--- config.mk ---
export PLATFORM = sky130hd
export DESIGN_NAME = minifloat8_sample_encoder
export DESIGN_NICKNAME = d
export VERILOG_FILES = /design/src/hdl/mf8e_pkg.sv /design/src/hdl/mf8e_diff.sv /design/src/hdl/mf8e_mult.sv /design/src/hdl/mf8e_round.sv /design/src/hdl/minifloat8_sample_encoder.sv
export SDC_FILE = /design/constraint.sdc
export NUM_CORES = 2
export LEC_CHECK = 0
export ABC_AREA = 1
export CAP_MARGIN = 25
export CORE_ASPECT_RATIO = 1.4
export CORE_MARGIN = 2
export CORE_UTILIZATION = 46
export DETAILED_ROUTE_END_ITERATION = 10
export DONT_BUFFER_PORTS = 1
export HOLD_SLACK_MARGIN = 0.1
export PLACE_DENSITY_LB_ADDON = 0.05
export SETUP_SLACK_MARGIN = 0.2
export SYNTH_ARGS = -nofsm -noshare
export SYNTH_HDL_FRONTEND = slang
export SYNTH_SLANG_ARGS = --single-unit
--- constraint.sdc ---
create_clock -name i_clk -period 7 [get_ports i_clk]
set_clock_uncertainty 0.15 [all_clocks]
set_input_delay 0.7 -clock i_clk [delete_from_list [all_inputs] [get_ports i_clk]]
set_output_delay 0.7 -clock i_clk [all_outputs]
set_load 0.005 [all_outputs]
--- src/hdl/mf8e_pkg.sv ---
// ============================================================================
// mf8e_pkg
// Shared types, constants and width helpers for the minifloat8 sample encoder.
// ============================================================================
package mf8e_pkg;

    localparam int SAMPLE_BITS_DEF = 32;
    localparam int FRAC_BITS_DEF   = 16;
    localparam int CFG_BITS        = 32;
    localparam int MEAN_BITS       = 32;
    localparam int GAIN_BITS       = 24;
    localparam int GAIN_FRAC       = 16;
    localparam int CODE_BITS       = 8;
    localparam int EXP_STEPS       = 7;
    localparam int K_BITS          = 3;
    localparam int Q_BITS          = 5;
    localparam int SAT_LIMIT       = 1984;

    localparam logic [GAIN_BITS-1:0] GAIN_RESET = 24'd65536;
    localparam logic [6:0]           MAX_MAG    = 7'h7F;

    typedef enum logic {
        CFG_MEAN = 1'b0,
        CFG_GAIN = 1'b1
    } t_cfg_idx;

    typedef struct packed {
        logic valid;
        logic last;
        logic neg;
    } t_side;

    // product width: wide enough for the full product and the range thresholds
    function automatic int p_width(int sb, int fb);
        int a;
        int b;
        a = sb + GAIN_BITS;
        b = fb + GAIN_FRAC + 11;
        return ((a > b) ? a : b) + 1;
    endfunction

endpackage

--- src/hdl/mf8e_diff.sv ---
// ============================================================================
// mf8e_diff
// Mean subtraction and magnitude/sign split, two register stages.
// ============================================================================
module mf8e_diff #(
    parameter int SAMPLE_BITS = mf8e_pkg::SAMPLE_BITS_DEF
) (
    input  logic                            i_clk,
    input  logic                            i_rst_n,
    input  logic                            i_valid,
    input  logic                            i_last,
    input  logic [SAMPLE_BITS-1:0]          i_sample,
    input  logic [mf8e_pkg::MEAN_BITS-1:0]  i_mean,
    output mf8e_pkg::t_side                 o_side,
    output logic [SAMPLE_BITS-1:0]          o_mag
);

    localparam int SB = SAMPLE_BITS;
    localparam int MB = mf8e_pkg::MEAN_BITS;

    logic [SB-1:0]   w_mean;
    logic [SB:0]     n1_d;
    logic [SB:0]     r1_d;
    logic            r1_valid;
    logic            r1_last;
    logic [SB:0]     w_neg_d;
    logic [SB-1:0]   n2_mag;
    mf8e_pkg::t_side n2_side;
    mf8e_pkg::t_side r2_side;
    logic [SB-1:0]   r2_mag;

    generate
        if (SB <= MB) begin : g_mean_trim
            assign w_mean = i_mean[SB-1:0];
        end else begin : g_mean_pad
            assign w_mean = {{(SB-MB){1'b0}}, i_mean};
        end
    endgenerate

    assign n1_d = {i_sample[SB-1], i_sample} - {w_mean[SB-1], w_mean};

    always_ff @(posedge i_clk) begin
        if (!i_rst_n) begin
            r1_valid <= 1'b0;
        end else begin
            r1_valid <= i_valid;
        end
    end

    always_ff @(posedge i_clk) begin
        r1_d    <= n1_d;
        r1_last <= i_last;
    end

    always_comb begin
        w_neg_d       = (~r1_d) + {{SB{1'b0}}, 1'b1};
        n2_side.valid = r1_valid;
        n2_side.last  = r1_last;
        n2_side.neg   = r1_d[SB];
        n2_mag        = r1_d[SB] ? w_neg_d[SB-1:0] : r1_d[SB-1:0];
    end

    always_ff @(posedge i_clk) begin
        if (!i_rst_n) begin
            r2_side <= '0;
        end else begin
            r2_side <= n2_side;
        end
    end

    always_ff @(posedge i_clk) begin
        r2_mag <= n2_mag;
    end

    assign o_side = r2_side;
    assign o_mag  = r2_mag;

endmodule

--- src/hdl/mf8e_mult.sv ---
// ============================================================================
// mf8e_mult
// Exact magnitude times gain: split partial products, then sum, two stages.
// ============================================================================
module mf8e_mult #(
    parameter int SAMPLE_BITS = mf8e_pkg::SAMPLE_BITS_DEF,
    parameter int FRAC_BITS   = mf8e_pkg::FRAC_BITS_DEF
) (
    input  logic                                          i_clk,
    input  logic                                          i_rst_n,
    input  mf8e_pkg::t_side                               i_side,
    input  logic [SAMPLE_BITS-1:0]                        i_mag,
    input  logic [mf8e_pkg::GAIN_BITS-1:0]                i_gain,
    output mf8e_pkg::t_side                               o_side,
    output logic [mf8e_pkg::p_width(SAMPLE_BITS, FRAC_BITS)-1:0] o_p
);

    localparam int SB = SAMPLE_BITS;
    localparam int GB = mf8e_pkg::GAIN_BITS;
    localparam int PW = mf8e_pkg::p_width(SAMPLE_BITS, FRAC_BITS);
    localparam int H  = (SAMPLE_BITS + 1) / 2;
    localparam int LW = SAMPLE_BITS - H;

    logic [H+GB-1:0]  r3_pl;
    logic [LW+GB-1:0] r3_ph;
    mf8e_pkg::t_side  r3_side;
    logic [SB+GB-1:0] w_sum;
    logic [PW-1:0]    r4_p;
    mf8e_pkg::t_side  r4_side;

    always_ff @(posedge i_clk) begin
        if (!i_rst_n) begin
            r3_side <= '0;
            r4_side <= '0;
        end else begin
            r3_side <= i_side;
            r4_side <= r3_side;
        end
    end

    always_ff @(posedge i_clk) begin
        r3_pl <= i_mag[H-1:0] * i_gain;
        r3_ph <= i_mag[SB-1:H] * i_gain;
    end

    assign w_sum = {r3_ph, {H{1'b0}}} + {{LW{1'b0}}, r3_pl};

    always_ff @(posedge i_clk) begin
        r4_p <= {{(PW-SB-GB){1'b0}}, w_sum};
    end

    assign o_side = r4_side;
    assign o_p    = r4_p;

endmodule

--- src/hdl/mf8e_round.sv ---
// ============================================================================
// mf8e_round
// Range search, saturation and round-to-nearest-even minifloat packing,
// two register stages.
// ============================================================================
module mf8e_round #(
    parameter int SAMPLE_BITS = mf8e_pkg::SAMPLE_BITS_DEF,
    parameter int FRAC_BITS   = mf8e_pkg::FRAC_BITS_DEF
) (
    input  logic                                          i_clk,
    input  logic                                          i_rst_n,
    input  mf8e_pkg::t_side                               i_side,
    input  logic [mf8e_pkg::p_width(SAMPLE_BITS, FRAC_BITS)-1:0] i_p,
    output logic                                          o_valid,
    output logic [mf8e_pkg::CODE_BITS-1:0]                o_code,
    output logic                                          o_saturated,
    output logic                                          o_last
);

    localparam int PW = mf8e_pkg::p_width(SAMPLE_BITS, FRAC_BITS);
    localparam int S  = FRAC_BITS + mf8e_pkg::GAIN_FRAC;
    localparam int NK = mf8e_pkg::EXP_STEPS;
    localparam int KB = mf8e_pkg::K_BITS;
    localparam int QB = mf8e_pkg::Q_BITS;

    logic [NK-1:0]   w_ge63;
    logic [NK:0]     w_gt31;
    logic [KB-1:0]   n5_k;
    logic            n5_big;
    logic            n5_sat;
    logic [KB-1:0]   r5_k;
    logic            r5_big;
    logic            r5_sat;
    logic            r5_nz;
    logic [PW-1:0]   r5_p;
    mf8e_pkg::t_side r5_side;

    logic [QB-1:0]   w_q;
    logic            w_g;
    logic            w_st;
    logic            w_up;
    logic [QB:0]     w_m;
    logic [3:0]      w_e;
    logic [3:0]      w_mant;
    logic [mf8e_pkg::CODE_BITS-1:0] n6_code;
    logic [mf8e_pkg::CODE_BITS-1:0] r6_code;
    logic            r6_sat;
    mf8e_pkg::t_side r6_side;

    always_comb begin
        n5_k = '0;
        for (int kk = 0; kk < NK; kk++) begin
            w_ge63[kk] = i_p >= (PW'(63) << (S - 1 + kk));
        end
        for (int kk = 0; kk <= NK; kk++) begin
            w_gt31[kk] = i_p > (PW'(31) << (S - 1 + kk));
        end
        for (int kk = 0; kk < NK; kk++) begin
            if (w_ge63[kk]) begin
                n5_k = KB'(kk + 1);
            end
        end
        n5_big = w_gt31[n5_k];
        n5_sat = i_p > (PW'(mf8e_pkg::SAT_LIMIT) << S);
    end

    always_ff @(posedge i_clk) begin
        if (!i_rst_n) begin
            r5_side <= '0;
            r6_side <= '0;
        end else begin
            r5_side <= i_side;
            r6_side <= r5_side;
        end
    end

    always_ff @(posedge i_clk) begin
        r5_k   <= n5_k;
        r5_big <= n5_big;
        r5_sat <= n5_sat;
        r5_nz  <= |i_p;
        r5_p   <= i_p;
    end

    always_comb begin
        w_q  = '0;
        w_g  = 1'b0;
        w_st = 1'b0;
        for (int kk = 0; kk <= NK; kk++) begin
            if (r5_k == KB'(kk)) begin
                w_q  = r5_p[S + kk +: QB];
                w_g  = r5_p[S + kk - 1];
                w_st = |(r5_p & ((PW'(1) << (S + kk - 1)) - PW'(1)));
            end
        end
        w_up = w_g & (w_st | w_q[0]);
        w_m  = {1'b0, w_q} + {{QB{1'b0}}, w_up};
        priority if (r5_big) begin
            w_e    = {1'b0, r5_k} + 4'd1;
            w_mant = w_m[3:0];
        end else if (w_m >= 6'd16) begin
            w_e    = {1'b0, r5_k} + 4'd1;
            w_mant = 4'd0;
        end else begin
            w_e    = {1'b0, r5_k};
            w_mant = w_m[3:0];
        end
        if (w_e > 4'd7) begin
            w_e    = 4'd7;
            w_mant = 4'hF;
        end
        n6_code[6:0] = r5_sat ? mf8e_pkg::MAX_MAG : {w_e[2:0], w_mant};
        n6_code[7]   = r5_side.neg & r5_nz;
    end

    always_ff @(posedge i_clk) begin
        r6_code <= n6_code;
        r6_sat  <= r5_sat;
    end

    assign o_valid     = r6_side.valid;
    assign o_code      = r6_code;
    assign o_saturated = r6_sat;
    assign o_last      = r6_side.last;

endmodule

--- src/hdl/minifloat8_sample_encoder.sv ---
// ============================================================================
// minifloat8_sample_encoder
// Subtracts a mean, scales by a gain and packs each sample as a 1/3/4
// minifloat byte.
// ============================================================================
// One item may start in every cycle, and its result appears on o_strobe once it
// has passed through every register stage of the pipeline, in this order:
// subtract, magnitude, partial products, sum, range compare and round each
// take one register stage. busy stays low, and the result is shown for one
// cycle only, so the receiver must take every item as it comes. Write the
// mean and gain registers only while no item is in flight.
// ============================================================================
module minifloat8_sample_encoder #(
    parameter int SAMPLE_BITS = mf8e_pkg::SAMPLE_BITS_DEF,
    parameter int FRAC_BITS   = mf8e_pkg::FRAC_BITS_DEF
) (
    input  logic                                i_clk,
    input  logic                                i_rst_n,
    input  logic                                start,
    output logic                                busy,
    input  logic [SAMPLE_BITS-1:0]              i_sample,
    input  logic                                i_last_in,
    output logic                                o_strobe,
    output logic [mf8e_pkg::CODE_BITS-1:0]      o_code,
    output logic                                o_saturated,
    output logic                                o_last_out,
    input  logic                                i_cfg_we,
    input  logic [0:0]                          i_cfg_idx,
    input  logic [mf8e_pkg::CFG_BITS-1:0]       i_cfg_data
);

    localparam int PW = mf8e_pkg::p_width(SAMPLE_BITS, FRAC_BITS);

    logic [mf8e_pkg::MEAN_BITS-1:0] r_mean;
    logic [mf8e_pkg::GAIN_BITS-1:0] r_gain;
    logic                           w_accept;
    mf8e_pkg::t_side                w_diff_side;
    logic [SAMPLE_BITS-1:0]         w_mag;
    mf8e_pkg::t_side                w_mult_side;
    logic [PW-1:0]                  w_p;

    assign busy     = 1'b0;
    assign w_accept = start & ~busy;

    always_ff @(posedge i_clk) begin
        if (!i_rst_n) begin
            r_mean <= '0;
            r_gain <= mf8e_pkg::GAIN_RESET;
        end else if (i_cfg_we) begin
            unique case (i_cfg_idx)
                mf8e_pkg::CFG_MEAN: r_mean <= i_cfg_data[mf8e_pkg::MEAN_BITS-1:0];
                mf8e_pkg::CFG_GAIN: r_gain <= i_cfg_data[mf8e_pkg::GAIN_BITS-1:0];
                default:            r_gain <= r_gain;
            endcase
        end
    end

    mf8e_diff #(
        .SAMPLE_BITS (SAMPLE_BITS)
    ) u_diff (
        .i_clk    (i_clk),
        .i_rst_n  (i_rst_n),
        .i_valid  (w_accept),
        .i_last   (i_last_in),
        .i_sample (i_sample),
        .i_mean   (r_mean),
        .o_side   (w_diff_side),
        .o_mag    (w_mag)
    );

    mf8e_mult #(
        .SAMPLE_BITS (SAMPLE_BITS),
        .FRAC_BITS   (FRAC_BITS)
    ) u_mult (
        .i_clk   (i_clk),
        .i_rst_n (i_rst_n),
        .i_side  (w_diff_side),
        .i_mag   (w_mag),
        .i_gain  (r_gain),
        .o_side  (w_mult_side),
        .o_p     (w_p)
    );

    mf8e_round #(
        .SAMPLE_BITS (SAMPLE_BITS),
        .FRAC_BITS   (FRAC_BITS)
    ) u_round (
        .i_clk       (i_clk),
        .i_rst_n     (i_rst_n),
        .i_side      (w_mult_side),
        .i_p         (w_p),
        .o_valid     (o_strobe),
        .o_code      (o_code),
        .o_saturated (o_saturated),
        .o_last      (o_last_out)
    );

    a_strobe_follows_item: assert property (@(posedge i_clk) disable iff (!i_rst_n)
        w_accept |-> ##6 o_strobe)
        else $error("item accepted but no result six cycles later");

    a_no_spurious_strobe: assert property (@(posedge i_clk) disable iff (!i_rst_n)
        !w_accept |-> ##6 !o_strobe)
        else $error("result strobe without an accepted item");

    a_last_carried: assert property (@(posedge i_clk) disable iff (!i_rst_n)
        w_accept |-> ##6 (o_last_out == $past(i_last_in, 6)))
        else $error("last flag not carried with its item");

    a_sat_code: assert property (@(posedge i_clk) disable iff (!i_rst_n)
        (o_strobe && o_saturated) |-> (o_code[6:0] == mf8e_pkg::MAX_MAG))
        else $error("saturated result without the largest magnitude code");

endmodule
==> results.py <==
metrics = {
    "die": {
        "rows": 125,
        "coreArea_um2": 83000,
        "initial_utilization_pct": 46.4,
        "die_h_um": 346,
        "fp.dieW_um": 249,
        "design.portCount": 82,
        "die_area_um2": 86100,
    },
    "detailed_routing": {
        "wl_per_cell_um": 18.1,
        "first_iter_violations": 1651,
        "drc_errors": 0,
        "ant_nets": 0,
        "wirelength_um": 108000,
        "dr_total_vias": 30200,
        "drt_pre_antenna_iters": 5,
        "via_per_inst": 5.04,
    },
    "timing": {
        "fin_tns_setup_ns": 0,
        "fin_crit_ns": 6.45,
        "slew_headroom_pct": 42.9,
        "finalSetupViolations": 0,
        "timing.fmax_ghz": 0.155,
        "tightest_slew_ns": 0.855,
        "slew_viol_final": 0,
        "min_period_over_period_pct": 92.1,
        "grt_setup_unrepaired": "true",
        "finalHoldViolCount": 0,
    },
    "placement": {
        "gp_congestion": 0.937,
        "port_buffers": 0,
        "hpwl_um": 86800,
    },
    "status": {
        "status": "finished, final reports clean",
    },
    "global_routing": {
        "grt_max_degree": 58,
        "grt_usage_pct": 25.7,
        "grt_pass1_vias": 32400,
        "grt_first_pass_wirelength_um": 173000,
        "grt.overflow.total": 0,
        "antenna_found_initial": 1,
    },
    "logic_synthesis": {
        "synth_edf_count": 0,
        "synth_cell_type_count": 56,
        "syn_area_um2": 38500,
        "synth_flop_cell": "dfxtp_1",
        "synthesis.nets": 5897,
        "ys_seq_area_share_pct": 17.3,
        "synth-seq-cells": 332,
        "synthCells": 4925,
        "async_reset_ff_share_pct": 0,
        "yosys_warnings": 0,
        "avgSynthCellArea_um2": 7.82,
    },
    "clock_tree": {
        "cts_tree": "done",
        "path_clk_slew_ns": 0.06,
        "cts_max_path_buffers": 3,
        "htree_levels": 2,
        "cts_buffers": 37,
        "postCtsSetupBuffers": 0,
        "clock-sinks": 332,
        "clk_latency_ns": 0.59,
        "cts-root-buf": "clkbuf_16",
    },
    "critical_path": {
        "crit_top_cell": "fa_1",
        "critPathMaxStageDelay_ns": 0.82,
        "critPathKind": "reg2reg",
        "path_delay_family": "adder cells",
        "worstSetupStartpoint": "u_diff.o_mag[7]",
        "cp_num_cells": 20,
        "start_kind": "flip-flop",
        "path_max_fanout": 12,
        "r2r_start": "u_diff.o_mag[7]",
        "cpMaxStageDelayCell": "dfxtp_1",
        "end_kind": "flip-flop",
        "rr_worst_depth": 20,
        "worstPathArrival_ns": 6.76,
        "path_buf_inv": 4,
        "crit_path_cell_trace": "buf_12 -> nand2_1 -> fa_1 -> inv_1 -> fa_1 -> fa_1 -> fa_1 -> fa_1 -> inv_1 -> fa_1 -> inv_1 -> ha_1 -> nand2_1 -> nor2_1 -> nor3b_1 -> nand3_1 -> nand3_1 -> a21o_1 -> a21o_1 -> xor2_1",
        "required_ns": 7.31,
    },
    "finish": {
        "drive_gt1_share_pct": 3.94,
        "nets": 5845,
        "area_delta_synth_final_pct": 7.35,
        "fill_cells": 8308,
        "final_util_pct": 49.8,
    },
    "min_path": {
        "hp-class": "in2reg",
        "whs_path_depth": 2,
        "min_from": "i_rst_n",
    },
    "job": {
        "max_cap_viol_count": 0,
    },
}
==> logic make-up (layout without fill, tap and decap cells) <==
family,after synthesis,count (layout),synth area share [%]
other cells,1,3,0.00973
xor+xnor,169,169,3.84
buf+inv,1438,1413,14.1
fa+ha+maj,902,902,41.3
simple gates,1622,1622,16.8
flops,332,332,17.3
compound gates,461,461,6.70
==> through the flow <==
step	cells	hold slack (ns)	worst slack (ns)	instance area (um2)
finish	5981	0.126	0.554	41400
detailed placement	5906	0.162	0.312	40000
CTS	5978	0.103	0.296	41300
floorplan	4925	0.160	1.10	38500
global route	5981	0.120	0.192	41400
global placement	5905	0.160	0.365	40000
==> registers in the layout (all words and copies together) (netlist names) <==
register	flops
r_gain	24
r_mean	32
u_diff.o_mag	32
u_diff.o_side	3
u_diff.r1_d	33
u_diff.r1_last	1
u_diff.r1_valid	1
u_mult.o_p	56
u_mult.o_side	3
u_mult.r3_ph	40
u_mult.r3_pl	40
u_mult.r3_side	3
u_round.o_code	8
u_round.o_last	1
u_round.o_saturated	1
u_round.o_valid	1
u_round.r5_big	1
u_round.r5_k	3
u_round.r5_nz	1
u_round.r5_p	44
u_round.r5_sat	1
u_round.r5_side	3
==> cells in the final DEF, fill, tap and decap left out, types with 5 or more instances in the layout <==
| cell | netlist | final |
|---|---|---|
| a21o_1 | 19 | 19 |
| nor2_1 | 250 | 250 |
| nand3_1 | 73 | 73 |
| nor3_1 | 33 | 33 |
| clkinv_2 | 0 | 6 |
| o21a_1 | 10 | 10 |
| dlygate4sd3_1 | 0 | 5 |
| a21oi_1 | 195 | 195 |
| clkbuf_8 | 0 | 7 |
| o211ai_1 | 10 | 10 |
| o21bai_1 | 8 | 8 |
| clkbuf_16 | 0 | 37 |
| fa_1 | 614 | 614 |
| ha_1 | 288 | 288 |
| a221oi_1 | 5 | 5 |
| or2_2 | 6 | 6 |
| o31ai_1 | 5 | 5 |
| nor4_1 | 26 | 26 |
| nand2_1 | 1184 | 1184 |
| buf_4 | 2 | 71 |
| o21ai_0 | 150 | 150 |
| a31oi_1 | 23 | 23 |
| dfxtp_2 | 0 | 8 |
| dfxtp_1 | 332 | 324 |
| inv_1 | 1246 | 1246 |
| nand4_1 | 23 | 23 |
| o21ai_1 | 11 | 11 |
| xnor2_1 | 63 | 63 |
| clkbuf_1 | 179 | 7 |
| xor2_1 | 106 | 106 |
| buf_12 | 0 | 17 |
==> Yosys cell counts (3+ instances only) <==
library cell / instances / area, um2
o21ai_1: 11 / 55.1
nand4_1: 23 / 144
a31oi_1: 23 / 144
nor3_1: 33 / 165
nand2_1: 1184 / 4440
nand3_2: 3 / 30.0
nor3_2: 4 / 40.0
o21a_1: 10 / 75.1
xnor2_1: 63 / 552
clkbuf_1: 179 / 672
a21o_1: 19 / 143
o31ai_1: 5 / 37.5
nand2_2: 3 / 18.8
o21ai_2: 4 / 35.0
or2_2: 6 / 37.5
nand3b_1: 4 / 30.0
nor4_1: 26 / 163
a21oi_2: 4 / 35.0
o21bai_1: 8 / 60.1
dfxtp_1: 332 / 6650
a21oi_1: 195 / 976
inv_2: 3 / 11.3
a221oi_1: 5 / 43.8
nand3_1: 73 / 365
xor2_1: 106 / 928
fa_1: 614 / 12300
nor2_2: 3 / 18.8
o211ai_1: 10 / 75.1
a211oi_1: 3 / 22.5
o21ai_0: 150 / 751
nor2_1: 250 / 938
inv_1: 1246 / 4680
ha_1: 288 / 3600
==> layer usage <==
| layer | vias up | wire [um] | part of all wire, % | GRT usage [%] |
|---|---|---|---|---|
| met3 | 178 | 5040 | 4.7 | 3.07 |
| li1 | 14400 | - | - | - |
| met2 | 754 | 58000 | 54 | 49.4 |
| met5 | - | 0 | 0 | 0 |
| met1 | 14800 | 41800 | 39 | 29.3 |
| met4 | 0 | 3450 | 3.2 | 7.92 |
==> area by class of cell <==
class | instances | area, um2 | share of cell area, %
multi-input combinational | 3155 | 26400 | 63.9
sequential | 332 | 6660 | 16.1
inverter | 1252 | 4700 | 11.4
tap | 1079 | 1350 | 3.26
clock buffer | 51 | 1050 | 2.54
timing repair buffer | 95 | 978 | 2.37
clock inverter | 15 | 171 | 0.414
antenna | 2 | 5.00 | 0.0121
==> worst register-to-register path: cells and delay by family (launching register included) <==
| family | cells | cell delay [ns] |
|---|---|---|
| XOR/XNOR | 1 | 0.20 |
| buffers and inverters | 4 | 0.37 |
| AND/OR/NAND/NOR | 6 | 0.98 |
| adder cells (fa/ha/maj) | 7 | 3.46 |
| AO/OA/AOI/OAI | 2 | 0.36 |
| flip-flops | 1 | 0.82 |
==> worst paths after layout <==
check / to / slack (ns)
min: r_mean[14] / 0.13
min reg2reg: u_mult.o_p[8] / 0.18
max reg2reg: u_mult.r3_pl[35] / 0.55
max: u_mult.r3_pl[35] / 0.55
==> repair_timing <==
action,in CTS,in global routing
hold buffers,6,0
resized for setup,0,8
endpoints found under the hold margin,53,0
endpoints found under the setup margin,0,14
Power is left out: the tool's default activity adds up to more than one toggle a clock period on the data nets, which glitch-free logic cannot reach.
